**config.mk**
```make
export PLATFORM = sky130hd
export DESIGN_NAME = three_wire_serial_master_top
export DESIGN_NICKNAME = d
export VERILOG_FILES = /design/src/design/tws_pkg.sv /design/src/design/tws_step.sv /design/src/design/three_wire_serial_master_top.sv
export SDC_FILE = /design/constraint.sdc
export NUM_CORES = 1
export LEC_CHECK = 0
export BUFFER_PORTS_ARGS = -buffer_cell sky130_fd_sc_hd__buf_2
export CAP_MARGIN = 20
export CORE_MARGIN = 1
export CORE_UTILIZATION = 35
export CTS_CLUSTER_DIAMETER = 120
export DETAILED_ROUTE_END_ITERATION = 8
export REMOVE_ABC_BUFFERS = 1
export SLEW_MARGIN = 20
export SYNTH_ARGS = -nofsm -noshare
export SYNTH_HDL_FRONTEND = slang
export SYNTH_SLANG_ARGS = --single-unit
```
**constraint.sdc**
```tcl
create_clock -name clk -period 5.81 [get_ports clk]
set_input_delay 0.581 -clock clk [delete_from_list [all_inputs] [get_ports clk]]
set_output_delay 0.581 -clock clk [all_outputs]
set_load 0.02 [all_outputs]
```
**src/design/tws_pkg.sv**
```systemverilog
// Shared types and constants for the three-wire serial master.
// Used by tws_step and three_wire_serial_master_top; no dependencies.
package tws_pkg;

    // Phase counter width and step indexes of a transaction.
    localparam int PHASE_W    = 6;
    localparam int ADDR_LAST  = 18;  // last step of the address byte
    localparam int WRITE_LAST = 35;  // final step of a write
    localparam int READ_LAST  = 39;  // final step of a read
    localparam int TAIL_CE    = 35;  // read tail: enable low, driver back on
    localparam int TAIL_SCK_L = 36;  // read tail: clock low
    localparam int TAIL_SCK_H = 37;  // read tail: clock high
    localparam int TAIL_DAT_L = 38;  // read tail: data low

    // Steps opening the transaction.
    localparam int STEP_CE_LOW  = 0;
    localparam int STEP_SCK_LOW = 1;
    localparam int STEP_CE_HIGH = 2;

    localparam int BYTE_W = 8;
    localparam int SEND_W = 16;

    // Input command codes (tuser).
    typedef enum logic [1:0] {
        OP_TICK  = 2'd0,
        OP_WRITE = 2'd1,
        OP_READ  = 2'd2
    } op_t;

    // Sequencer state and pin levels.
    typedef struct packed {
        logic [PHASE_W-1:0] phase;
        logic               is_read;
        logic [SEND_W-1:0]  send_shift;
        logic [BYTE_W-1:0]  capture_shift;
        logic [BYTE_W-1:0]  last_read_byte;
        logic               sck;
        logic               ce;
        logic               data;
        logic               drive;
    } tws_state_t;

endpackage

```
**src/design/tws_step.sv**
```systemverilog
// One tick of the three-wire transaction sequencer, purely combinational.
// Depends on tws_pkg for the state type, step indexes and command codes.
module tws_step (
    input  tws_pkg::tws_state_t st,
    input  logic [1:0]          op,
    input  logic [7:0]          address,
    input  logic [7:0]          write_data,
    input  logic                sda_in,
    output tws_pkg::tws_state_t st_next,
    output logic                done
);
    import tws_pkg::*;

    // Work out the step index for this tick and apply it.
    always_comb
    begin
        tws_state_t           s;
        logic                 active;
        logic [PHASE_W-1:0]   k;
        logic [PHASE_W-1:0]   last;

        s      = st;
        active = 1'b0;
        done   = 1'b0;
        k      = '0;

        if (st.phase == '0)
        begin
            // An idle tick may start a transaction; the start tick runs step 0.
            case (op_t'(op))
                OP_WRITE:
                begin
                    s.is_read       = 1'b0;
                    s.send_shift    = {write_data, address};
                    s.capture_shift = '0;
                    active          = 1'b1;
                end
                OP_READ:
                begin
                    s.is_read       = 1'b1;
                    s.send_shift    = {8'd0, address};
                    s.capture_shift = '0;
                    active          = 1'b1;
                end
                default:
                begin
                    active = 1'b0;
                end
            endcase
        end
        else
        begin
            k      = st.phase;
            active = 1'b1;
        end

        last = s.is_read ? PHASE_W'(READ_LAST) : PHASE_W'(WRITE_LAST);
        if (k > last)
        begin
            k = last;
        end

        if (active)
        begin
            if (k == PHASE_W'(STEP_CE_LOW))
            begin
                s.ce = 1'b0;
            end
            else if (k == PHASE_W'(STEP_SCK_LOW))
            begin
                s.sck = 1'b0;
            end
            else if (k == PHASE_W'(STEP_CE_HIGH))
            begin
                s.ce = 1'b1;
            end
            else if (k <= PHASE_W'(ADDR_LAST) ||
                     (!s.is_read && k < PHASE_W'(WRITE_LAST)))
            begin
                // Send bits: odd step sets data with clock low, even step raises clock.
                if (k[0])
                begin
                    s.sck        = 1'b0;
                    s.data       = s.send_shift[0];
                    s.send_shift = s.send_shift >> 1;
                end
                else
                begin
                    s.sck = 1'b1;
                end
            end
            else if (!s.is_read)
            begin
                // Write ends with enable low.
                s.ce = 1'b0;
                done = 1'b1;
            end
            else if (k < PHASE_W'(TAIL_CE))
            begin
                // Read bits: line released, sample on the clock-low step, MSB side in.
                s.drive = 1'b0;
                if (k[0])
                begin
                    s.sck           = 1'b0;
                    s.capture_shift = {sda_in, s.capture_shift[BYTE_W-1:1]};
                end
                else
                begin
                    s.sck = 1'b1;
                end
            end
            else if (k == PHASE_W'(TAIL_CE))
            begin
                s.ce    = 1'b0;
                s.drive = 1'b1;
            end
            else if (k == PHASE_W'(TAIL_SCK_L))
            begin
                s.sck = 1'b0;
            end
            else if (k == PHASE_W'(TAIL_SCK_H))
            begin
                s.sck = 1'b1;
            end
            else if (k == PHASE_W'(TAIL_DAT_L))
            begin
                s.data = 1'b0;
            end
            else
            begin
                s.data           = 1'b1;
                s.last_read_byte = s.capture_shift;
                done             = 1'b1;
            end

            s.phase = done ? '0 : k + PHASE_W'(1);
        end

        st_next = s;
    end

endmodule

```
**src/design/three_wire_serial_master_top.sv**
```systemverilog
// Top level of the three-wire serial master: stream ports, state and result registers.
// Depends on tws_pkg and instantiates tws_step.
//
// Each accepted input word is one pin-timing tick and yields exactly one result
// word; one word per clock cycle is sustained while m_tready stays high. The
// sequencer state is updated on the accepting edge and the result lands in a single
// output register, so input is taken whenever that register is empty or being
// drained in the same cycle. A write takes 36 ticks and a read 40 ticks.
module three_wire_serial_master_top (
    input  logic        clk,
    input  logic        rst_n,
    input  logic        s_tvalid,
    output logic        s_tready,
    input  logic [23:0] s_tdata,   // [7:0] address, [15:8] write_data, [16] sda_in
    input  logic [1:0]  s_tuser,   // [1:0] op
    output logic        m_tvalid,
    input  logic        m_tready,
    output logic [15:0] m_tdata    // [0] sck, [1] chip_enable, [2] sda_out,
                                   // [3] sda_drive, [11:4] read_data,
                                   // [12] done_res, [13] busy_res
);
    import tws_pkg::*;

    tws_state_t  st_reg;
    tws_state_t  st_next;
    logic        step_done;
    logic        m_tvalid_reg;
    logic [15:0] out_reg;
    logic [15:0] out_next;
    logic        in_accept;

    assign s_tready  = !m_tvalid_reg || m_tready;
    assign in_accept = s_tvalid && s_tready;

    tws_step u_step (
        .st         (st_reg),
        .op         (s_tuser),
        .address    (s_tdata[7:0]),
        .write_data (s_tdata[15:8]),
        .sda_in     (s_tdata[16]),
        .st_next    (st_next),
        .done       (step_done)
    );

    // Result word packed from the state after this tick.
    assign out_next = {2'b00,
                       (st_next.phase != '0),
                       step_done,
                       st_next.last_read_byte,
                       st_next.drive,
                       st_next.data,
                       st_next.ce,
                       st_next.sck};

    // Sequencer state; pins start with clock and enable low, data high and driven.
    always_ff @(posedge clk or negedge rst_n)
    begin
        if (!rst_n)
        begin
            st_reg <= '{phase: '0, is_read: 1'b0, send_shift: '0, capture_shift: '0,
                        last_read_byte: '0, sck: 1'b0, ce: 1'b0, data: 1'b1,
                        drive: 1'b1};
        end
        else if (in_accept)
        begin
            st_reg <= st_next;
        end
    end

    // Output register and its valid flag.
    always_ff @(posedge clk or negedge rst_n)
    begin
        if (!rst_n)
        begin
            m_tvalid_reg <= 1'b0;
        end
        else if (in_accept)
        begin
            m_tvalid_reg <= 1'b1;
        end
        else if (m_tready)
        begin
            m_tvalid_reg <= 1'b0;
        end
    end

    always_ff @(posedge clk)
    begin
        if (in_accept)
        begin
            out_reg <= out_next;
        end
    end

    assign m_tvalid = m_tvalid_reg;
    assign m_tdata  = out_reg;

`ifndef SYNTHESIS
    // The phase never runs past the final step of the current transaction.
    assert property (@(posedge clk) disable iff (!rst_n)
        st_reg.phase <= (st_reg.is_read ? PHASE_W'(READ_LAST) : PHASE_W'(WRITE_LAST)))
        else $error("phase beyond final step");

    // The data line is only released during a read.
    assert property (@(posedge clk) disable iff (!rst_n)
        !st_reg.drive |-> st_reg.is_read && st_reg.phase != '0)
        else $error("data line released outside a read");

    // A finishing tick returns the sequencer to idle.
    assert property (@(posedge clk) disable iff (!rst_n)
        in_accept && step_done |=> st_reg.phase == '0)
        else $error("sequencer not idle after final tick");

    // A result word never claims done and busy together.
    assert property (@(posedge clk) disable iff (!rst_n)
        m_tvalid_reg && out_reg[12] |-> !out_reg[13])
        else $error("done and busy both set");
`endif

endmodule
```
==> results.yml, run 1 <==
run_status:
  status: "complete, no violations"
clocking:
  clk_latency_ns: 0.34
  clock_sinks: 58
  cts_tree: "built"
  clkTransAtPathRegs_ns: 0.07
  h-tree-depth: 3
  root_buffer: "clkbuf_8"
  hold_buffers: 0
  cts_buffers: 9
  cts_buffer_depth: 2
  post_cts_buffers: 0
  post_cts_resized: 0
yosys:
  syn-mean-instance-area_um2: 9.25
  synth-edff-count: 14
  synth_commonest_cells: "nand2_1 (53), dfrtp_1 (42), o21ai_0 (38), a21oi_1 (23)"
  synth_cell_types: 56
  async_reset_ff_frac: 0.759
  synth-warning-count: 0
  synth_top_cell_area_share: 0.315
  synth_area_mm2: 0.00334
  synth.most_common_cell: "nand2_1"
  yosys.area.top_type: "dfrtp_1"
  seq_area_frac_synth: 0.456
  synth_area_leaders: "dfrtp_1 (31%), edfxtp_1 (13%), nand2_1 (6.0%)"
  synthCells: 361
  synth-seq-cells: 58
  yosys_most_used_dff: "dfrtp_1"
sta:
  tns_ns: 0
  relSlewSlack: 0.469
  rsz0062_at_grt: "false"
  min_period_over_period: 0.859
  drv_slew: 0
  fmax_mhz: 200
  min_period_ns: 4.99
  skew_ns: 0.00738
  finalSetupViolCount: 0
  hold_viol_final: 0
  tightestPinTransition_ns: 0.776
  fin_hold_ws_ns: 0.235
drt:
  avgViaCountPerCell: 5.19
  drtIter0Drc: 201
  vias: 2720
  antenna_left: 0
  wl_per_cell_um: 13.9
  routed_wl_um: 7300
  route.detailed.drc: 0
  firstDrtPassIters: 4
die:
  initial_core_util: 0.362
  die_h_um: 99.7
  io-pin-count: 48
  die_x_um: 99.7
  die_area_mm2: 0.00994
  fp-row-count: 35
  coreArea_mm2: 0.00924
global_routing:
  grt_pass1_wl_um: 12500
  grt_overflow: 0
  grt_max_degree: 64
  grt_pass1_vias: 2585
  track_usage: 0.161
  antenna_found_initial: 0
cells_and_area:
  design_area_mm2: 0.00381
  final-seq-area_mm2: 0.00152
  drive_gt1_frac: 0.210
  largest_register_ffs: 43
  area_growth_pct: 13.9
  multi_input_area_mm2: 0.00161
  finalNonFillerCells: 524
  fillCellCount: 927
  layout.nets: 427
  antenna_cells: 0
setup_path:
  cp-startpoint: "st_reg[42]$_DFFE_PN0P_"
  path_buf_inv: 3
  slowest_delay_ns: 0.65
  cp_cell_sequence: "or4_4 -> or4_4 -> mux2_4 -> inv_2 -> ha_1 -> nand3_1 -> a21o_1 -> nor2_1 -> buf_4 -> ha_1 -> nor3_1 -> nand2_1 -> or3_1 -> buf_4 -> nand2_1 -> o21ai_0"
  cp_max_fo: 17
  cp_top_family: "simple AND/OR/NAND/NOR gates"
  r2r_setup_slack_ns: 0.82
  critPathKind: "reg2reg"
  critical_path_arrival_ns: 5.08
  crit_path_end_kind: "register"
  r2r-end: "m_tdata[6]$_DFFE_PP_"
  worstPathRequired_ns: 5.90
  critPathLaunchType: "register"
  reg2reg_from: "st_reg[42]$_DFFE_PN0P_"
  critical-path-slowest-cell: "or4_4"
  r2r_cells: 16
power_and_ir_drop:
  p_leak_nw: 1.59
  pwr-share-seq: 0.355
  p_sw_frac: 0.408
  power.switching_w: 0.000684
  power_frac_comb: 0.417
  power.total_w: 0.00168
  clockPowerShare: 0.228
  power_density_mw_per_mm2: 441
  internal_power_w: 0.000993
  peakVddDrop_v: 0.000219
placed_design:
  io_buffers: 38
  gp_congestion: 0.841
  dpl.hpwl_um: 4810
  dpl_cell_area_mm2: 0.00359
  post-place-cells: 508
hold_path:
  min_path_type: "in2async"
job:
  maxCapViolations: 0
cell usage in the layout, fill, tap and decap left out, types with 3 or more instances in the layout:
cell and n:
a211oi_1 7, inv_1 10, dfrtp_1 42, nor3b_1 6
a31oi_1 5, nor2b_1 10, clkbuf_8 10, nand2b_1 6
edfxtp_1 14, ha_1 7, mux2_2 8, o31ai_1 8
clkinvlp_4 3, a21boi_0 7, a221o_1 13, a21oi_1 23
nand3_1 11, buf_2 37, nand2_1 52, nor3_1 6
buf_4 10, o21ai_0 38, nor2_1 16
how the worst max path moves through the flow:
stage,to,depth (start not counted)
6_report,m_tdata[6]$_DFFE_PP_,16
3_5_place_dp,m_tdata[5]$_DFFE_PP_,16
4_1_cts,m_tdata[5]$_DFFE_PP_,16
5_1_grt,m_tdata[2]$_DFFE_PP_,15
3_3_place_gp,m_tdata[4]$_DFFE_PP_,16
2_1_floorplan,st_reg[21]$_DFFE_PN0P_,15
stage by stage:
stage                     setup slack [ns]   util
after global placement               0.896  0.389
after floorplan                      0.879      -
after global routing                 0.517  0.412
after CTS                            0.882  0.411
final                                0.821  0.412
after detailed placement             0.889  0.389
final cells by class:
class	count	share of cell area
repair buffers	47	0.0684
flip-flops and latches	58	0.400
well taps	129	0.0424
inverters	12	0.0118
clock buffers	10	0.0362
multi-input cells	262	0.423
clock inverters	6	0.0174
cells by family (layout without fill, tap and decap cells):
family	Yosys count	after routing	share of synthesized area
flip-flops	58	58	0.456
XOR/XNOR	2	2	0.00524
buffers and inverters	42	75	0.0652
adder cells (fa/ha/maj)	7	7	0.0262
multiplexers	9	9	0.0315
AO/OA/AOI/OAI	119	119	0.235
AND/OR/NAND/NOR	123	123	0.179
other	1	2	0.00112
metal layers:
metal	part of all wire	GRT usage	vias to the layer above
met3	0.044	0.0457	3
li1	-	-	1363
met1	0.48	0.211	1279
met2	0.47	0.257	75
met4	0.0029	0.0475	0
met5	0	0	-
worst register-to-register path: stages (launching register included):
cell,delay [ns]
dfrtp_1,0.57
or4_4,0.65
or4_4,0.44
mux2_4,0.37
inv_2,0.19
ha_1,0.26
nand3_1,0.11
a21o_1,0.31
nor2_1,0.09
buf_4,0.18
ha_1,0.25
nor3_1,0.27
nand2_1,0.10
or3_1,0.55
buf_4,0.26
nand2_1,0.07
o21ai_0,0.07
power groups by stage:
| stage | Sequential (W) | Combinational, W | Clock, W |
|---|---|---|---|
| after global routing | 0.000607 | 0.000788 | 0.000410 |
| after floorplan | 0.000601 | 0.000469 | 0 |
| after detailed placement | 0.000599 | 0.000698 | 0 |
| final | 0.000596 | 0.000699 | 0.000383 |
| after global placement | 0.000599 | 0.000682 | 0 |
| after CTS | 0.000593 | 0.000698 | 0.000394 |
(Power assumes the default switching activity.)
==> run 2, diff against run 1 <==
--- a/config.mk
+++ b/config.mk
@@ -12,4 +12,5 @@
 export CTS_CLUSTER_DIAMETER = 120
 export DETAILED_ROUTE_END_ITERATION = 8
+export MAX_ROUTING_LAYER = met4
 export REMOVE_ABC_BUFFERS = 1
 export SLEW_MARGIN = 20
==> constraint.sdc (replaced) <==
create_clock -name clk -period 5.81 [get_ports clk]
set_input_delay 0 -clock clk [delete_from_list [all_inputs] [get_ports clk]]
set_output_delay 0 -clock clk [all_outputs]
set_load 0.02 [all_outputs]
==> run 2 against run 1 <==
Effect of this change: total power down 2.3%; via count grew 2.5%; register-to-register slack better by 0.03 ns; core utilization grew 0.16 points; critical path depth stayed put; clock skew grew 0.0017 ns; die area is the same; first-iteration DRC count shrank 2.0%; wire length fell by 0.18%; clock power fell by 13%.
==> results.yml, run 2 (same netlist as run 1, synthesis figures left out) <==
hold_path:
  holdPathEnd: "st_reg[34]$_DFFE_PN0P_"
  worstHoldStart: "s_tdata[14]"
  min_path_type: "in2reg"
  min_path_cells: 5
die:
  die_x_um: 99.7
  coreArea_mm2: 0.00924
  die_h_um: 99.7
  fp-row-count: 35
  die_area_mm2: 0.00994
  initial_core_util: 0.362
  io-pin-count: 48
setup_path:
  r2r_setup_slack_ns: 0.85
  r2r-end: "m_tdata[4]$_DFFE_PP_"
  critical_path_arrival_ns: 5.05
  slowest_delay_ns: 0.65
  cp_cell_sequence: "or4_4 -> or4_4 -> mux2_4 -> inv_2 -> ha_1 -> nand3_1 -> a21o_1 -> nor2_1 -> buf_4 -> ha_1 -> nor3_1 -> nand2_1 -> or3_1 -> buf_4 -> nand2_1 -> o21ai_0"
  critical-path-slowest-cell: "or4_4"
  critPathKind: "reg2reg"
  path_buf_inv: 3
  critPathLaunchType: "register"
  reg2reg_from: "st_reg[42]$_DFFE_PN0P_"
  cp_top_family: "simple AND/OR/NAND/NOR gates"
  cp_max_fo: 17
  crit_path_end_kind: "register"
  r2r_cells: 16
  worstPathRequired_ns: 5.89
cells_and_area:
  layout.nets: 431
  mostFrequentLayoutCells: "nand2_1 (52), dfrtp_1 (42), o21ai_0 (38)"
  fillCellCount: 957
  finalNonFillerCells: 528
  largest_register_ffs: 43
  antenna_cells: 0
  area_growth_pct: 14.4
  drive_gt1_frac: 0.208
  final_common_cell: "nand2_1"
sta:
  drv_slew: 0
  min_period_ns: 4.96
  min_period_over_period: 0.854
  hold_viol_final: 0
  rsz0062_at_grt: "false"
  tns_ns: 0
  finalSetupViolCount: 0
  skew_ns: 0.00906
  fmax_mhz: 201
  relSlewSlack: 0.493
  tightestPinTransition_ns: 0.756
drt:
  firstDrtPassIters: 4
  route.detailed.drc: 0
  vias: 2788
  drtIter0Drc: 197
  avgViaCountPerCell: 5.28
  antenna_left: 0
  routed_wl_um: 7280
  wl_per_cell_um: 13.8
run_status:
  status: "complete, no violations"
global_routing:
  grt_max_degree: 64
  antenna_found_initial: 0
  track_usage: 0.165
  grt_pass1_vias: 2610
  grt_overflow: 0
  grt_pass1_wl_um: 12600
placed_design:
  gp_congestion: 0.852
  io_buffers: 38
  dpl.hpwl_um: 4780
  post-place-cells: 508
job:
  maxCapViolations: 0
clocking:
  cts_buffers: 9
  cts_tree: "built"
  cts_buffer_depth: 2
  clock_sinks: 58
  root_buffer: "clkbuf_8"
  post_cts_resized: 0
  h-tree-depth: 3
  clk_latency_ns: 0.34
  clkTransAtPathRegs_ns: 0.07
power_and_ir_drop:
  p_leak_nw: 1.60
  power_density_mw_per_mm2: 429
  peakVddDrop_v: 0.000185
-- run 2: cell type report --
type	count	area, um^2	share of cell area
Clock buffer	10	138	0.0360
Clock inverter	6	41.3	0.0108
Inverter	12	45.0	0.0118
Multi-Input combinational cell	262	1610	0.422
Sequential cell	58	1520	0.399
Tap cell	129	161	0.0422
Timing Repair Buffer	51	300	0.0786
-- run 2: per-stage QoR --
stage | setup WS [ns] | cell area (um^2) | util | hold slack (ns) | total power (W)
floorplan | 0.879 | 3170 | - | -0.296 | 0.00107
detailed placement | 0.890 | 3590 | 0.389 | 0.224 | 0.00130
CTS | 0.872 | 3810 | 0.413 | 0.0372 | 0.00164
finish | 0.846 | 3820 | 0.414 | 0.0474 | 0.00164
global placement | 0.907 | 3590 | 0.389 | 0.213 | 0.00128
global route | 0.539 | 3820 | 0.414 | 0.0653 | 0.00176
-- run 2: power by group --
part | total [W] | internal (W) | switching (W)
Combinational | 0.000704 | 0.000271 | 0.000433
Clock | 0.000335 | 0.000166 | 0.000170
Sequential | 0.000599 | 0.000515 | 0.0000839
-- run 2: timing repair --
action                    CTS  global route
hold buffers                4             0
hold endpoints to repair   44             0
setup buffers               0             0
-- run 2: layer usage --
layer  wire length, um  track usage
met2              3300        0.251
met1              3560        0.217
met5                 0            -
met3               344       0.0358
met4                77       0.0543
-- run 2: how the worst max path moves through the flow --
stage,start,end,slack [ns],cells past startpoint
6_report,st_reg[42]$_DFFE_PN0P_,m_tdata[4]$_DFFE_PP_,0.85,16
5_1_grt,st_reg[42]$_DFFE_PN0P_,st_reg[7]$_DFFE_PN0P_,0.54,16
4_1_cts,st_reg[42]$_DFFE_PN0P_,m_tdata[4]$_DFFE_PP_,0.87,16
3_5_place_dp,st_reg[42]$_DFFE_PN0P_,m_tdata[4]$_DFFE_PP_,0.89,16
3_3_place_gp,st_reg[42]$_DFFE_PN0P_,m_tdata[4]$_DFFE_PP_,0.91,16
2_1_floorplan,st_reg[42]$_DFFE_PN0P_,st_reg[21]$_DFFE_PN0P_,0.88,15
-- run 2: worst min-delay path, stage by stage --
cell and delay (ns):
buf_2 0.09, nand3_1 0.07, a21oi_1 0.08, inv_1 0.05, o21ai_1 0.05
